===== config.mk =====
export PLATFORM = sky130hd
export DESIGN_NAME = shared_pool_linked_queues
export DESIGN_NICKNAME = d
export VERILOG_FILES = /design/src/rtl/core/splq_pkg.sv /design/src/rtl/core/splq_ctrl.sv /design/src/rtl/core/splq_datapath.sv /design/src/rtl/core/shared_pool_linked_queues.sv
export SDC_FILE = /design/constraint.sdc
export NUM_CORES = 2
export LEC_CHECK = 0
export BUFFER_PORTS_ARGS = -buffer_cell sky130_fd_sc_hd__buf_4
export CAP_MARGIN = 20
export CORE_ASPECT_RATIO = 0.5
export CORE_MARGIN = 5
export CORE_UTILIZATION = 28
export DETAILED_ROUTE_END_ITERATION = 12
export SETUP_SLACK_MARGIN = 0.1
export SYNTH_ARGS = -nofsm -noshare
export SYNTH_HDL_FRONTEND = slang
export SYNTH_SLANG_ARGS = --single-unit

===== constraint.sdc =====
create_clock -name clock -period 21.2 [get_ports clock]
set_clock_uncertainty 0.1 [all_clocks]
set_input_delay 0 -clock clock [delete_from_list [all_inputs] [get_ports clock]]
set_output_delay 0 -clock clock [all_outputs]
set_load 0.03 [all_outputs]

===== src/rtl/core/splq_pkg.sv =====
// ----------------------------------------------------------------------------
// Shared pool linked queues: package
// Constants, request codes and controller/datapath interface types.
// ----------------------------------------------------------------------------
package splq_pkg;

   localparam int NODES_DEFAULT      = 64;
   localparam int NUM_QUEUES_DEFAULT = 4;
   localparam int DATA_WIDTH         = 32;
   localparam int QID_WIDTH          = 2;
   localparam int LEVEL_WIDTH        = 7;

   localparam logic [LEVEL_WIDTH-1:0] LIMIT_RESET = 7'd30;

   localparam logic REQ_INSERT = 1'b0;
   localparam logic REQ_REMOVE = 1'b1;

   typedef struct packed {
      logic capture;     // take the accepted request into the datapath
      logic mem_read;    // read the pool and judge the request
      logic commit;      // write back links and queue pointers
      logic link_fix;    // link the old tail to the new node
      logic init_write;  // one step of the free-list initialisation walk
      logic load_rsp;    // move the result into the output register
   } cmd_type;

   typedef struct packed {
      logic req_ok;
      logic need_link;
      logic init_last;
      logic rsp_busy;
   } status_type;

endpackage


===== src/rtl/core/splq_ctrl.sv =====
// ----------------------------------------------------------------------------
// Shared pool linked queues: controller
// Sequences the initialisation walk and the read/write-back of one request.
// ----------------------------------------------------------------------------
module splq_ctrl (
   input  logic                 clock,
   input  logic                 reset,
   input  logic                 req_valid,
   output logic                 req_stall,
   input  splq_pkg::status_type status,
   output splq_pkg::cmd_type    cmd
);

   localparam logic [2:0] S_INIT   = 3'd0;
   localparam logic [2:0] S_IDLE   = 3'd1;
   localparam logic [2:0] S_READ   = 3'd2;
   localparam logic [2:0] S_COMMIT = 3'd3;
   localparam logic [2:0] S_LINK   = 3'd4;
   localparam logic [2:0] S_DONE   = 3'd5;

   logic [2:0] state_ff;
   logic [2:0] state_in;

   always_ff @(posedge clock) begin
      if (reset) begin
         state_ff <= S_INIT;
      end else begin
         state_ff <= state_in;
      end
   end

   always_comb begin
      state_in = state_ff;
      cmd      = '0;
      case (state_ff)
         S_INIT: begin
            cmd.init_write = 1'b1;
            if (status.init_last) begin
               state_in = S_IDLE;
            end
         end
         S_IDLE: begin
            if (req_valid) begin
               cmd.capture = 1'b1;
               state_in    = S_READ;
            end
         end
         S_READ: begin
            cmd.mem_read = 1'b1;
            state_in     = status.req_ok ? S_COMMIT : S_DONE;
         end
         S_COMMIT: begin
            cmd.commit = 1'b1;
            state_in   = status.need_link ? S_LINK : S_DONE;
         end
         S_LINK: begin
            cmd.link_fix = 1'b1;
            state_in     = S_DONE;
         end
         S_DONE: begin
            // Hold the result until the output register is free.
            if (!status.rsp_busy) begin
               cmd.load_rsp = 1'b1;
               state_in     = S_IDLE;
            end
         end
         default: begin
            state_in = S_IDLE;
         end
      endcase
   end

   assign req_stall = (state_ff != S_IDLE);

endmodule


===== src/rtl/core/splq_datapath.sv =====
// ----------------------------------------------------------------------------
// Shared pool linked queues: datapath
// Link and payload memories, free-list head, queue pointers and result beat.
// ----------------------------------------------------------------------------
module splq_datapath #(
   parameter int NODES      = splq_pkg::NODES_DEFAULT,
   parameter int NUM_QUEUES = splq_pkg::NUM_QUEUES_DEFAULT
) (
   input  logic                                  clock,
   input  logic                                  reset,
   input  splq_pkg::cmd_type                     cmd,
   output splq_pkg::status_type                  status,
   input  logic                                  req_type,
   input  logic [splq_pkg::QID_WIDTH-1:0]        req_queue_id,
   input  logic [splq_pkg::DATA_WIDTH-1:0]       req_item_data,
   input  logic                                  csr_valid,
   input  logic [splq_pkg::LEVEL_WIDTH-1:0]      csr_per_queue_limit,
   output logic                                  rsp_valid,
   input  logic                                  rsp_stall,
   output logic [splq_pkg::DATA_WIDTH-1:0]       rsp_removed_data,
   output logic                                  rsp_error,
   output logic [splq_pkg::LEVEL_WIDTH-1:0]      rsp_queue_level
);

   localparam int AW = $clog2(NODES);
   localparam int PW = $clog2(NODES + 1);
   localparam int QW = (NUM_QUEUES > 1) ? $clog2(NUM_QUEUES) : 1;
   localparam int DW = splq_pkg::DATA_WIDTH;
   localparam int LW = splq_pkg::LEVEL_WIDTH;
   localparam int QIDW = splq_pkg::QID_WIDTH;
   localparam logic [PW-1:0] NULL_PTR = PW'(NODES);

   // Pool memories
   logic [PW-1:0] link_mem    [NODES];
   logic [DW-1:0] payload_mem [NODES];
   logic [PW-1:0] link_rd_ff;
   logic [DW-1:0] payload_rd_ff;

   // Pool and queue state
   logic [PW-1:0] free_head_ff;
   logic [PW-1:0] head_ff  [NUM_QUEUES];
   logic [PW-1:0] tail_ff  [NUM_QUEUES];
   logic [LW-1:0] count_ff [NUM_QUEUES];
   logic [LW-1:0] limit_ff;
   logic [AW-1:0] init_cnt_ff;

   // Request and result holding
   logic            op_ff;
   logic [QIDW-1:0] qid_ff;
   logic [DW-1:0]   data_ff;
   logic [AW-1:0]   fix_addr_ff;
   logic [PW-1:0]   fix_data_ff;
   logic [DW-1:0]   res_data_ff;
   logic            res_err_ff;
   logic [LW-1:0]   res_level_ff;
   logic            rsp_valid_ff;
   logic [DW-1:0]   rsp_data_ff;
   logic            rsp_err_ff;
   logic [LW-1:0]   rsp_level_ff;

   logic [QW-1:0] qidx;
   logic          in_range;
   logic [LW-1:0] cur_cnt;
   logic [PW-1:0] cur_head;
   logic [PW-1:0] cur_tail;
   logic          is_remove;
   logic          ins_ok;
   logic          rem_ok;
   logic          req_ok;
   logic [AW-1:0] head_addr;
   logic [AW-1:0] free_addr;
   logic [AW-1:0] rd_addr;
   logic [LW-1:0] cnt_inc;
   logic [LW-1:0] cnt_dec;
   logic          lk_we;
   logic [AW-1:0] lk_addr;
   logic [PW-1:0] lk_data;

   assign qidx      = QW'(qid_ff);
   assign in_range  = (32'(qid_ff) < 32'(NUM_QUEUES));
   assign cur_cnt   = in_range ? count_ff[qidx] : '0;
   assign cur_head  = in_range ? head_ff[qidx] : NULL_PTR;
   assign cur_tail  = in_range ? tail_ff[qidx] : NULL_PTR;
   assign is_remove = (op_ff == splq_pkg::REQ_REMOVE);

   // Emptiness is judged from the queue's own count and head.
   assign ins_ok = in_range && (free_head_ff < NULL_PTR) && (cur_cnt < limit_ff);
   assign rem_ok = in_range && (cur_cnt != '0) && (cur_head < NULL_PTR);
   assign req_ok = is_remove ? rem_ok : ins_ok;

   assign head_addr = cur_head[AW-1:0];
   assign free_addr = free_head_ff[AW-1:0];
   assign rd_addr   = is_remove ? head_addr : free_addr;
   assign cnt_inc   = cur_cnt + LW'(1);
   assign cnt_dec   = cur_cnt - LW'(1);

   assign status.req_ok    = req_ok;
   assign status.need_link = !is_remove && (cur_cnt != '0) && (cur_tail < NULL_PTR);
   assign status.init_last = (32'(init_cnt_ff) == NODES - 1);
   assign status.rsp_busy  = rsp_valid_ff && rsp_stall;

   // Single write port on the link memory, shared by all writers.
   always_comb begin
      lk_we   = 1'b0;
      lk_addr = '0;
      lk_data = '0;
      if (cmd.init_write) begin
         lk_we   = 1'b1;
         lk_addr = init_cnt_ff;
         lk_data = PW'(init_cnt_ff) + PW'(1);
      end else if (cmd.commit && !is_remove) begin
         lk_we   = 1'b1;
         lk_addr = free_addr;
         lk_data = NULL_PTR;
      end else if (cmd.commit) begin
         lk_we   = 1'b1;
         lk_addr = head_addr;
         lk_data = free_head_ff;
      end else if (cmd.link_fix) begin
         lk_we   = 1'b1;
         lk_addr = fix_addr_ff;
         lk_data = fix_data_ff;
      end
   end

   always_ff @(posedge clock) begin
      if (lk_we) begin
         link_mem[lk_addr] <= lk_data;
      end
      if (cmd.mem_read) begin
         link_rd_ff <= link_mem[rd_addr];
      end
   end

   always_ff @(posedge clock) begin
      if (cmd.mem_read && !is_remove && ins_ok) begin
         payload_mem[free_addr] <= data_ff;
      end
      if (cmd.mem_read) begin
         payload_rd_ff <= payload_mem[head_addr];
      end
   end

   // Control state
   always_ff @(posedge clock) begin
      if (reset) begin
         free_head_ff <= '0;
         limit_ff     <= splq_pkg::LIMIT_RESET;
         init_cnt_ff  <= '0;
         rsp_valid_ff <= 1'b0;
         for (int i = 0; i < NUM_QUEUES; i++) begin
            head_ff[i]  <= NULL_PTR;
            tail_ff[i]  <= NULL_PTR;
            count_ff[i] <= '0;
         end
      end else begin
         if (csr_valid) begin
            limit_ff <= csr_per_queue_limit;
         end
         if (cmd.init_write) begin
            init_cnt_ff <= init_cnt_ff + AW'(1);
         end
         if (cmd.commit && !is_remove) begin
            free_head_ff    <= link_rd_ff;
            tail_ff[qidx]   <= free_head_ff;
            count_ff[qidx]  <= cnt_inc;
            if (cur_cnt == '0 || cur_tail >= NULL_PTR) begin
               head_ff[qidx] <= free_head_ff;
            end
         end else if (cmd.commit) begin
            free_head_ff   <= cur_head;
            count_ff[qidx] <= cnt_dec;
            if (link_rd_ff >= NULL_PTR || cnt_dec == '0) begin
               head_ff[qidx] <= NULL_PTR;
               tail_ff[qidx] <= NULL_PTR;
            end else begin
               head_ff[qidx] <= link_rd_ff;
            end
         end
         if (cmd.load_rsp) begin
            rsp_valid_ff <= 1'b1;
         end else if (rsp_valid_ff && !rsp_stall) begin
            rsp_valid_ff <= 1'b0;
         end
      end
   end

   // Payload registers
   always_ff @(posedge clock) begin
      if (cmd.capture) begin
         op_ff   <= req_type;
         qid_ff  <= req_queue_id;
         data_ff <= req_item_data;
      end
      if (cmd.mem_read && !req_ok) begin
         res_data_ff  <= '0;
         res_err_ff   <= 1'b1;
         res_level_ff <= cur_cnt;
      end
      if (cmd.commit) begin
         fix_addr_ff  <= cur_tail[AW-1:0];
         fix_data_ff  <= free_head_ff;
         res_err_ff   <= 1'b0;
         res_data_ff  <= is_remove ? payload_rd_ff : '0;
         res_level_ff <= is_remove ? cnt_dec : cnt_inc;
      end
      if (cmd.load_rsp) begin
         rsp_data_ff  <= res_data_ff;
         rsp_err_ff   <= res_err_ff;
         rsp_level_ff <= res_level_ff;
      end
   end

   assign rsp_valid        = rsp_valid_ff;
   assign rsp_removed_data = rsp_data_ff;
   assign rsp_error        = rsp_err_ff;
   assign rsp_queue_level  = rsp_level_ff;

endmodule


===== src/rtl/core/shared_pool_linked_queues.sv =====
// ----------------------------------------------------------------------------
// Shared pool linked queues
// Several FIFO queues built as linked lists over one shared pool of nodes.
// ----------------------------------------------------------------------------
// Channel   Direction  Handshake            Beat
// req       in         req_valid/req_stall  req_type, req_queue_id, req_item_data
// rsp       out        rsp_valid/rsp_stall  rsp_removed_data, rsp_error, rsp_queue_level
// csr       in         csr_valid/csr_ready  csr_per_queue_limit
//
// After reset the free list is linked by a walk over all NODES nodes; req_stall is
// high throughout and csr writes are taken as ever.
// A failed request goes from the read to the result; a remove or an insert into
// an empty queue adds the write-back, and an insert behind an existing tail also
// the tail link, set by the single write port of the link memory. A stalled result
// stays in the output register; the next request is taken and waits only then.
// ----------------------------------------------------------------------------
module shared_pool_linked_queues #(
   parameter int NODES      = splq_pkg::NODES_DEFAULT,
   parameter int NUM_QUEUES = splq_pkg::NUM_QUEUES_DEFAULT
) (
   input  logic                                  clock,
   input  logic                                  reset,
   input  logic                                  req_valid,
   output logic                                  req_stall,
   input  logic                                  req_type,
   input  logic [splq_pkg::QID_WIDTH-1:0]        req_queue_id,
   input  logic [splq_pkg::DATA_WIDTH-1:0]       req_item_data,
   output logic                                  rsp_valid,
   input  logic                                  rsp_stall,
   output logic [splq_pkg::DATA_WIDTH-1:0]       rsp_removed_data,
   output logic                                  rsp_error,
   output logic [splq_pkg::LEVEL_WIDTH-1:0]      rsp_queue_level,
   input  logic                                  csr_valid,
   output logic                                  csr_ready,
   input  logic [splq_pkg::LEVEL_WIDTH-1:0]      csr_per_queue_limit
);

   splq_pkg::cmd_type    cmd;
   splq_pkg::status_type status;

   // The limit register can always take a write.
   assign csr_ready = 1'b1;

   splq_ctrl u_ctrl (
      .clock     (clock),
      .reset     (reset),
      .req_valid (req_valid),
      .req_stall (req_stall),
      .status    (status),
      .cmd       (cmd)
   );

   splq_datapath #(
      .NODES      (NODES),
      .NUM_QUEUES (NUM_QUEUES)
   ) u_datapath (
      .clock               (clock),
      .reset               (reset),
      .cmd                 (cmd),
      .status              (status),
      .req_type            (req_type),
      .req_queue_id        (req_queue_id),
      .req_item_data       (req_item_data),
      .csr_valid           (csr_valid && csr_ready),
      .csr_per_queue_limit (csr_per_queue_limit),
      .rsp_valid           (rsp_valid),
      .rsp_stall           (rsp_stall),
      .rsp_removed_data    (rsp_removed_data),
      .rsp_error           (rsp_error),
      .rsp_queue_level     (rsp_queue_level)
   );

endmodule


==> summary.md <==
| Metric | Value |
|---|---|
| Largest net degree at the start of global routing | `182` |
| Root Driver | `clkbuf_16` |
| Status | `complete, no violations` |
| CP Launch Type | `flop` |
| Req. time, crit path | `21.83 ns` |
| Post-Route WL | `306000 µm` |
| VDD IR max | `0.0597 mV` |
| Yosys warning total | `0` |
| Setup crit end kind | `flop` |
| Crit path arrival time | `7.28 ns` |
| Ranking of synthesized cells by area | `edfxtp_1, mux4_2, nand2_1` |
| Max Slew Vio Count | `0` |
| Row count | `161` |
| Top FF cell, synth | `edfxtp_1` |
| Place WS | `14.58 ns` |
| First drt pass iteration count | `6` |
| Area leader, netlist | `edfxtp_1` |
| Area of the multi-input gates | `24400 µm²` |
| Syn_area_per_cell | `16.2 µm²` |
| RSZ-0062 raised after global routing | `false` |
| Setup CP Type | `flop to flop` |
| Pwr Density | `87.8 nW/µm²` |
| Die width | `891 µm` |
| Max Buffers Root-to-Sink | `4` |
| Storage element area | `83000 µm²` |
| Routed Antenna Nets | `0` |
| Setup Buffers After CTS | `0` |
| Share of layout cells above drive strength 1 | `14.9%` |
| Slew @ Worst Pin | `1.25 ns` |
| Port Buf Inserts | `88` |
| Kind of cell adding the most delay to the critical path | `buffers and inverters` |
| Post-synth ARST share | `0%` |
| Via density | `5.06` |
| Layout fillers | `36800` |
| Drt wl/cell | `24.9 µm` |
| Post-cts repair resize count | `0` |
| Post-DP HPWL | `176000 µm` |
| CTS Sinks | `2773` |
| Clock latency on the worst-skew pair | `0.87 ns` |
| Crit path cell chain | `mux2i_1 -> mux2i_4 -> buf_4 -> buf_4 -> buf_12 -> buf_4 -> buf_4 -> a211oi_1 -> a31oi_1 -> o22ai_1 -> nor3_1 -> o21ai_0 -> nand2_1` |
| Crit-path max cell delay | `0.75 ns` |
| Max_slew headroom | `15.9%` |
| Final worst path period share | `31.4%` |
| TNS Setup | `0 ns` |
| Die area | `401000 µm²` |
| Vias | `62200` |
| Initial antenna violation count | `20` |
| Most common cell after layout, fill and taps aside | `edfxtp_1` |
| Post-CTS Hold Fix Bufs | `97` |
| Final setup violation count | `0` |
| Leak | `39.8 nW` |
| Critical path's slowest cell | `buf_4` |
| Core area | `386000 µm²` |
| Syn Inst Count | `6723` |
| Drt drc | `0` |
| Synth Cell Area | `109000 µm²` |
| Global route overflow | `0` |
| Num CTS Buffers | `279` |
| EDFF count, synth | `2746` |
| First-pass GRT wire length | `438000 µm` |
| Clk pin slew, worst setup/hold paths | `0.06 ns` |
| Max Cap Viol | `0` |
| Die height | `450 µm` |
| Top cell type's share of synthesized area | `75.9%` |
| Synth cell types | `66` |
| Worst Path Max Fanout | `136` |
| GPL Wtd Cong | `0.801` |
| Maximum operating frequency | `0.150 GHz` |
| Sequential share of the synthesized area | `76.4%` |
| Commonest non-fill, non-tap cells in the layout | `edfxtp_1, nand2_1, a31oi_1` |
| NumNets Final | `7007` |
| CP bufs+invs | `5` |
| Hold Path Class | `primary input to flop` |
| CTS tree | `done` |
| Cell repeated most along the worst path | `buf_4` |
| Syn_nets | `6781` |
| GRT Total Usage | `14.6%` |
| Initial Util | `28.2%` |
| Post-route setup slack | `14.55 ns` |
| Vias in the first global route | `59600` |
| Starting DRT DRC Count | `7803` |
| # H-tree levels | `5` |
| I/O Pins | `90` |
| Area Overhead vs Synth | `16.8%` |
| Min Tclk post-route | `6.65 ns` |
| #FFs+latches synth | `2773` |
| Hold Fails Final Rpt | `0` |
==> per-stage QoR <==
step	total power, mW	instance area [µm²]	hold slack [ns]	util [%]	cells
after detailed placement	6.40	117000	0.0793	30.3	11700
final	11.1	127000	0.0231	32.9	12300
after floorplan	6.28	109000	-0.00113	-	6723
after global placement	6.40	116000	0.0783	30.0	11600
after CTS	11.2	127000	0.0125	32.8	12300
after global routing	11.5	127000	0.0185	32.9	12300
==> worst paths after layout <==
kind | from | to | slack [ns] | cells past startpoint
worst max-delay path | flop | u_datapath.payload_rd_ff[10] | 14.55 | 13
worst min register to register | u_datapath.res_data_ff[8] | u_datapath.rsp_removed_data[8] | 0.31 | 0
worst min-delay path | req_queue_id[0] | flop | 0.02 | 3
worst max register to register | flop | u_datapath.payload_rd_ff[10] | 14.55 | 13
==> flip-flops by register name, indices dropped and copies added, names as in the netlist, 28 cells and up, named ones only <==
name	flops
u_datapath.rsp_removed_data	32
u_datapath.count_ff	28
u_datapath.res_data_ff	32
u_datapath.link_mem	448
u_datapath.payload_rd_ff	32
u_datapath.head_ff	28
u_datapath.tail_ff	28
u_datapath.data_ff	32
u_datapath.payload_mem	2048
==> power by group <==
| part | internal, mW | total [mW] | switching [mW] | leakage [nW] |
|---|---|---|---|---|
| logic | 0.113 | 0.336 | 0.223 | 10.5 |
| clock network | 2.75 | 4.83 | 2.07 | 4.24 |
| registers | 5.96 | 5.97 | 0.00412 | 25.0 |
==> tightest hold or removal path, cell delays in order <==
cell and delay, ns:
dlygate4sd3_1 0.58, buf_4 0.13, mux2_2 0.19
==> area by class of cell <==
type,instances,area share (%)
clock inverters,137,0.999
inverters,28,0.0829
well taps,5134,5.07
diodes,17,0.0336
clock buffers,342,5.85
repair buffers,389,3.26
flip-flops and latches,2773,65.5
multi-input cells,3478,19.2
==> Yosys cell counts (5+ instances only) <==
| library cell | count |
|---|---|
| mux2_2 | 10 |
| a221oi_1 | 6 |
| buf_1 | 39 |
| or3_1 | 7 |
| o21ai_0 | 92 |
| a311oi_1 | 9 |
| and3_1 | 135 |
| nor2b_1 | 6 |
| a32oi_1 | 5 |
| xnor2_1 | 14 |
| a21oi_1 | 75 |
| a2111oi_0 | 5 |
| o221ai_1 | 5 |
| nand2_1 | 1161 |
| nand3b_1 | 12 |
| nor3b_1 | 7 |
| o211ai_1 | 11 |
| o2111ai_1 | 5 |
| nand3_1 | 140 |
| a21o_1 | 5 |
| a22o_1 | 12 |
| xor2_1 | 8 |
| nor2_1 | 212 |
| a211oi_1 | 263 |
| dfxtp_1 | 27 |
| or3b_2 | 5 |
| mux2i_1 | 47 |
| a31oi_1 | 357 |
| mux4_2 | 294 |
| nor4_1 | 8 |
| nor3_1 | 78 |
| a22oi_1 | 15 |
| edfxtp_1 | 2746 |
| nand2b_1 | 6 |
| buf_2 | 99 |
| o22ai_1 | 134 |
| ha_1 | 11 |
| and2_1 | 269 |
| clkbuf_1 | 300 |
| nand4_1 | 10 |
| inv_1 | 26 |
==> cells by family after synthesis <==
kind of cell	share of synthesized area (%)
mux	6.72
simple gates	8.53
other cells	0.00345
buf+inv	1.77
compound gates	6.22
flops	76.4
fa+ha+maj	0.127
xor+xnor	0.177
==> per-layer routing <==
layer / share of wire (%) / GRT usage [%] / up-vias
li1: - / - / 26600
met1: 40 / 19.9 / 32200
met2: 47 / 23.4 / 2956
met3: 8.7 / 2.51 / 450
met4: 3.7 / 5.63 / 0
met5: 0 / 0 / -
(Power assumes the default switching activity.)
